--- config.mk ---
export PLATFORM = sky130hd
export DESIGN_NAME = rsi_mul
export DESIGN_NICKNAME = d
export VERILOG_FILES = /design/src/rsi_pkg.sv /design/src/rsi_mul.sv
export SDC_FILE = /design/constraint.sdc
export NUM_CORES = 2
export LEC_CHECK = 0
export ABC_AREA = 1
export BUFFER_PORTS_ARGS = -buffer_cell sky130_fd_sc_hd__buf_2
export CAP_MARGIN = 20
export CORE_MARGIN = 2
export CORE_UTILIZATION = 50
export DETAILED_ROUTE_END_ITERATION = 8
export PLACE_DENSITY_LB_ADDON = 0.08
export SLEW_MARGIN = 20
export SYNTH_ARGS = -nofsm -noshare
export SYNTH_HDL_FRONTEND = slang
export SYNTH_SLANG_ARGS = --single-unit
--- constraint.sdc ---
create_clock -name clk -period 8.1 [get_ports clk]
set_input_delay 1.62 -clock clk [delete_from_list [all_inputs] [get_ports clk]]
set_output_delay 1.62 -clock clk [all_outputs]
set_load 0.01 [all_outputs]
--- src/rsi_pkg.sv ---
// shared constant and helper function for the ray-sphere intersection pipeline
package rsi_pkg;

    // operand slice width of the partial-product multipliers
    localparam int MUL_CHUNK = 32;

    function automatic int imax(input int x, input int y);
        return (x > y) ? x : y;
    endfunction

endpackage

--- src/rsi_mul.sv ---
// pipelined signed multiplier built from 32x32 partial products, five register stages
module rsi_mul #(
    parameter int AW = 32,
    parameter int BW = 32,
    parameter int SW = 1
) (
    input  logic                    clk,
    input  logic                    rst_n,
    input  logic                    en,
    input  logic                    src_valid,
    input  logic signed [AW-1:0]    src_a,
    input  logic signed [BW-1:0]    src_b,
    input  logic [SW-1:0]           src_side,
    output logic                    res_valid,
    output logic signed [AW+BW-1:0] res_prod,
    output logic [SW-1:0]           res_side
);

    localparam int C  = rsi_pkg::MUL_CHUNK;
    localparam int NA = (AW + C - 1) / C;
    localparam int NB = (BW + C - 1) / C;
    localparam int MA = NA * C;
    localparam int MB = NB * C;
    localparam int RW = C * (NB + 1);
    localparam int TW = C * (NA + NB);
    localparam int PW = AW + BW;

    logic [AW-1:0]   abs_a;
    logic [BW-1:0]   abs_b;
    logic [MA-1:0]   ma_reg;
    logic [MB-1:0]   mb_reg;
    logic [2*C-1:0]  pp_next [0:NA-1][0:NB-1];
    logic [2*C-1:0]  pp_reg  [0:NA-1][0:NB-1];
    logic [RW-1:0]   row_next [0:NA-1];
    logic [RW-1:0]   row_reg  [0:NA-1];
    logic [TW-1:0]   tot_next;
    logic [TW-1:0]   tot_reg;
    logic signed [PW-1:0] prod_next;
    logic signed [PW-1:0] prod_reg;
    logic [3:0]      neg_reg;
    logic [4:0]      valid_reg;
    logic [SW-1:0]   side_reg [0:4];

    assign abs_a = src_a[AW-1] ? AW'(-src_a) : AW'(src_a);
    assign abs_b = src_b[BW-1] ? BW'(-src_b) : BW'(src_b);

    always_comb
    begin
        for (int i = 0; i < NA; i++)
        begin
            for (int j = 0; j < NB; j++)
            begin
                pp_next[i][j] = (2*C)'(ma_reg[i*C +: C]) * (2*C)'(mb_reg[j*C +: C]);
            end
        end
    end

    always_comb
    begin
        logic [RW-1:0] acc;
        for (int i = 0; i < NA; i++)
        begin
            acc = '0;
            for (int j = 0; j < NB; j++)
            begin
                acc = acc + (RW'(pp_reg[i][j]) << (C * j));
            end
            row_next[i] = acc;
        end
    end

    always_comb
    begin
        logic [TW-1:0] acc;
        acc = '0;
        for (int i = 0; i < NA; i++)
        begin
            acc = acc + (TW'(row_reg[i]) << (C * i));
        end
        tot_next = acc;
    end

    assign prod_next = neg_reg[3] ? -$signed(tot_reg[PW-1:0]) : $signed(tot_reg[PW-1:0]);

    always_ff @(posedge clk or negedge rst_n)
    begin
        if (!rst_n)
        begin
            valid_reg <= '0;
        end
        else if (en)
        begin
            valid_reg <= {valid_reg[3:0], src_valid};
        end
    end

    always_ff @(posedge clk)
    begin
        if (en)
        begin
            ma_reg     <= MA'(abs_a);
            mb_reg     <= MB'(abs_b);
            neg_reg    <= {neg_reg[2:0], src_a[AW-1] ^ src_b[BW-1]};
            side_reg[0] <= src_side;
            for (int k = 1; k < 5; k++)
            begin
                side_reg[k] <= side_reg[k-1];
            end
            pp_reg   <= pp_next;
            row_reg  <= row_next;
            tot_reg  <= tot_next;
            prod_reg <= prod_next;
        end
    end

    assign res_valid = valid_reg[4];
    assign res_prod  = prod_reg;
    assign res_side  = side_reg[4];

endmodule

==> impl_metrics.csv <==
group,metric,value,unit
critical_path,critPathKind,"flop to flop",
timing,maxSlewViolCount,0,
clocking,cts_buffers,39,
critical_path,crit_path_max_fanout,14,
critical_path,required,8.46,ns
min_path,min_path_type,"flop to flop",
critical_path,end_kind,"flop",
timing,setup_violations,0,
synthesis,synth_area_per_cell,8.156,um2
placement,routabilityCongestion,0.9511,
final_layout,syn_to_final_growth,7.380,%
detailed_routing,wl,134100,um
synthesis,synth_top_family_by_area,"adder cells",
floorplan,num_rows,116,
placement,placed_cell_area,0.05270,mm2
detailed_routing,viasPerCell,4.938,
final_layout,drive_gt1_share,5.603,%
synthesis,synth_nets,7390,
final_layout,final_area,0.05394,mm2
grt,grt-ovfl-total,0,
clocking,ctsHoldBuffers,0,
clocking,cts_setup_buffers,0,
synthesis,yosys_warnings,0,
floorplan,initial_core_util,50.31,%
synthesis,synth-edff-count,329,
clocking,cts_max_path_buffers,3,
synthesis,yosys-top-cells-count,"1856 x inv_1, 1828 x nand2_1, 896 x fa_1, 329 x edfxtp_1, 266 x ha_1",
timing,tightest_slew,1.019,ns
floorplan,dieArea,0.1030,mm2
synthesis,synthAdderAreaFrac,42.33,%
timing,finalCritPeriodShare,91.98,%
clocking,ctsResizeCount,0,
detailed_routing,ant_nets,0,
grt,grt_pass1_wl,214600,um
critical_path,cp-start-kind,"flop",
critical_path,reg2reg_depth,23,
detailed_routing,drc,0,
synthesis,synthesis.area,0.05023,mm2
grt,grtUsageTotal,26.86,%
clocking,cts_tree,"done",
final_layout,nNetsFinal,7466,
detailed_routing,drtIter0Drc,2339,
clocking,clock_latency,0.61,ns
synthesis,synth.area.top_cells,"fa_1 36%, edfxtp_1 20%, inv_1 14%, nand2_1 14%, ha_1 6.6%",
synthesis,ys_types,46,
placement,numPortBuffers,134,
grt,grt_pass1_vias,39150,
job,max_cap_violations,0,
grt,antenna_found_initial,1,
synthesis,synth_simple_gate_area_share,18.49,%
floorplan,die_h,321.0,um
final_layout,n_antenna_cell,0,
placement,hpwl,112500,um
synthesis,synth_xor_area_share,2.301,%
floorplan,core_area,0.09986,mm2
detailed_routing,dr_total_vias,37340,
timing,tns,0,ns
synthesis,synth_flop_cell,"edfxtp_1",
timing,fin_worst_skew,0.03189,ns
timing,finalHoldViolCount,0,
synthesis,async_flop_share,1.497,%
detailed_routing,wl_per_cell,17.73,um
critical_path,rrSetupSlack,0.65,ns
floorplan,dieWidth,321.0,um
synthesis,synthMuxAreaShare,0.02242,%
synthesis,synth_compound_area_share,1.352,%
timing,timing.fmax,134.2,MHz
synthesis,synth_seq_cells,334,
clocking,clk_pin_slew,0.06,ns
timing,timing.final.crit_period,7.450,ns
clocking,clock-sinks,334,
clocking,cts-root-buf,"clkbuf_16",
min_path,whs_path_depth,0,
final_layout,fillers,9558,
synthesis,yosysTopAreaCell,"fa_1",
clocking,h-tree-depth,2,
synthesis,yosysMostFrequentCell,"inv_1",
detailed_routing,drt_first_pass_iters,6,
synthesis,synth_seq_area_share,19.92,%
floorplan,pin_count,135,
synthesis,syn-instance-count,6159,
timing,relSlewSlack,32.10,%
timing,rsz0062_at_grt,"false",
synthesis,synth_top_area_share,35.71,%
grt,grt_max_degree,178,
critical_path,cp.arrival,7.81,ns
run_status,status,"finished clean",
layout by cell type (no fill, tap or decap), drive strengths merged, types with 3 or more instances in the layout:
master and count:
fa 896, nand3b 4, xor2 111, clkinv 18, or2 4, o21bai 11, a21oi 57, buf 243
o21ai 48, nand4 50, nor2 268, a31oi 3, nor3 31, inv 1872, xnor2 21, edfxtp 329
clkbuf 50, nand2 1832, ha 266, dfrtp 5, nand3 128, nor4 4
per-stage QoR:
| step | instances | setup WS [ns] | utilization [%] | hold slack, ns |
|---|---|---|---|---|
| 2_1_floorplan | 6159 | 1.822 | - | 0.4003 |
| 4_1_cts | 7562 | 0.6649 | 54.02 | 0.4081 |
| 5_1_grt | 7562 | 0.1656 | 54.02 | 0.4145 |
| 3_5_place_dp | 7492 | 0.6720 | 52.78 | 0.4045 |
| 3_3_place_gp | 7492 | 0.7067 | 52.78 | 0.4004 |
| 6_report | 7562 | 0.6499 | 54.02 | 0.4123 |
final cells by class:
cell class | count | area (um2) | area share (%)
multi-input cells | 3743 | 32400 | 60.07
flip-flops and latches | 334 | 10000 | 18.55
clock inverters | 20 | 214.0 | 0.3967
inverters | 1874 | 7034 | 13.04
clock buffers | 50 | 1027 | 1.904
well taps | 1298 | 1624 | 3.011
repair buffers | 243 | 1637 | 3.034
cell families (layout without fill, tap and decap cells):
kind of cell / Yosys count / after routing
buffers and inverters: 2082 / 2187
and+or+nand+nor: 2325 / 2325
xor gates and xnor gates: 132 / 132
AOI/OAI and AO/OA: 123 / 123
DFF: 334 / 334
muxes: 1 / 1
adders and majority gates: 1162 / 1162
routing by layer:
layer | part of all wire, % | track usage (%) | vias up
li1 | - | - | 17640
met1 | 42 | 35.91 | 18460
met2 | 49 | 46.44 | 1024
met3 | 5.2 | 2.556 | 222
met4 | 3.0 | 8.141 | 0
met5 | 0 | 0 | -
critical path: stages (launching register included):
cell      delay, ns
edfxtp_1       0.94
buf_4          0.29
nand2_1        0.09
fa_1           0.59
fa_1           0.46
fa_1           0.53
fa_1           0.53
inv_1          0.06
fa_1           0.55
fa_1           0.43
fa_1           0.51
inv_1          0.06
fa_1           0.47
inv_1          0.05
ha_1           0.40
nand2_1        0.12
inv_2          0.08
nand2_1        0.07
nor2_1         0.32
nand2_1        0.14
nor4_1         0.23
nand2_1        0.14
nand3_1        0.08
nand2_1        0.06
path summary, 6_finish.rpt:
kind | start | to
worst max-delay path | mb_reg[11] | pp_reg[62]
worst min-delay path | row_reg[10] | tot_reg[10]
worst max register to register | mb_reg[11] | pp_reg[62]
worst min register to register | row_reg[10] | tot_reg[10]
max in group asynchronous | rst_n | valid_reg[2]
min in group asynchronous | rst_n | valid_reg[1]
Power is not shown: default switching activity piles up to over one toggle a cycle in this logic, so the estimate is an artifact.
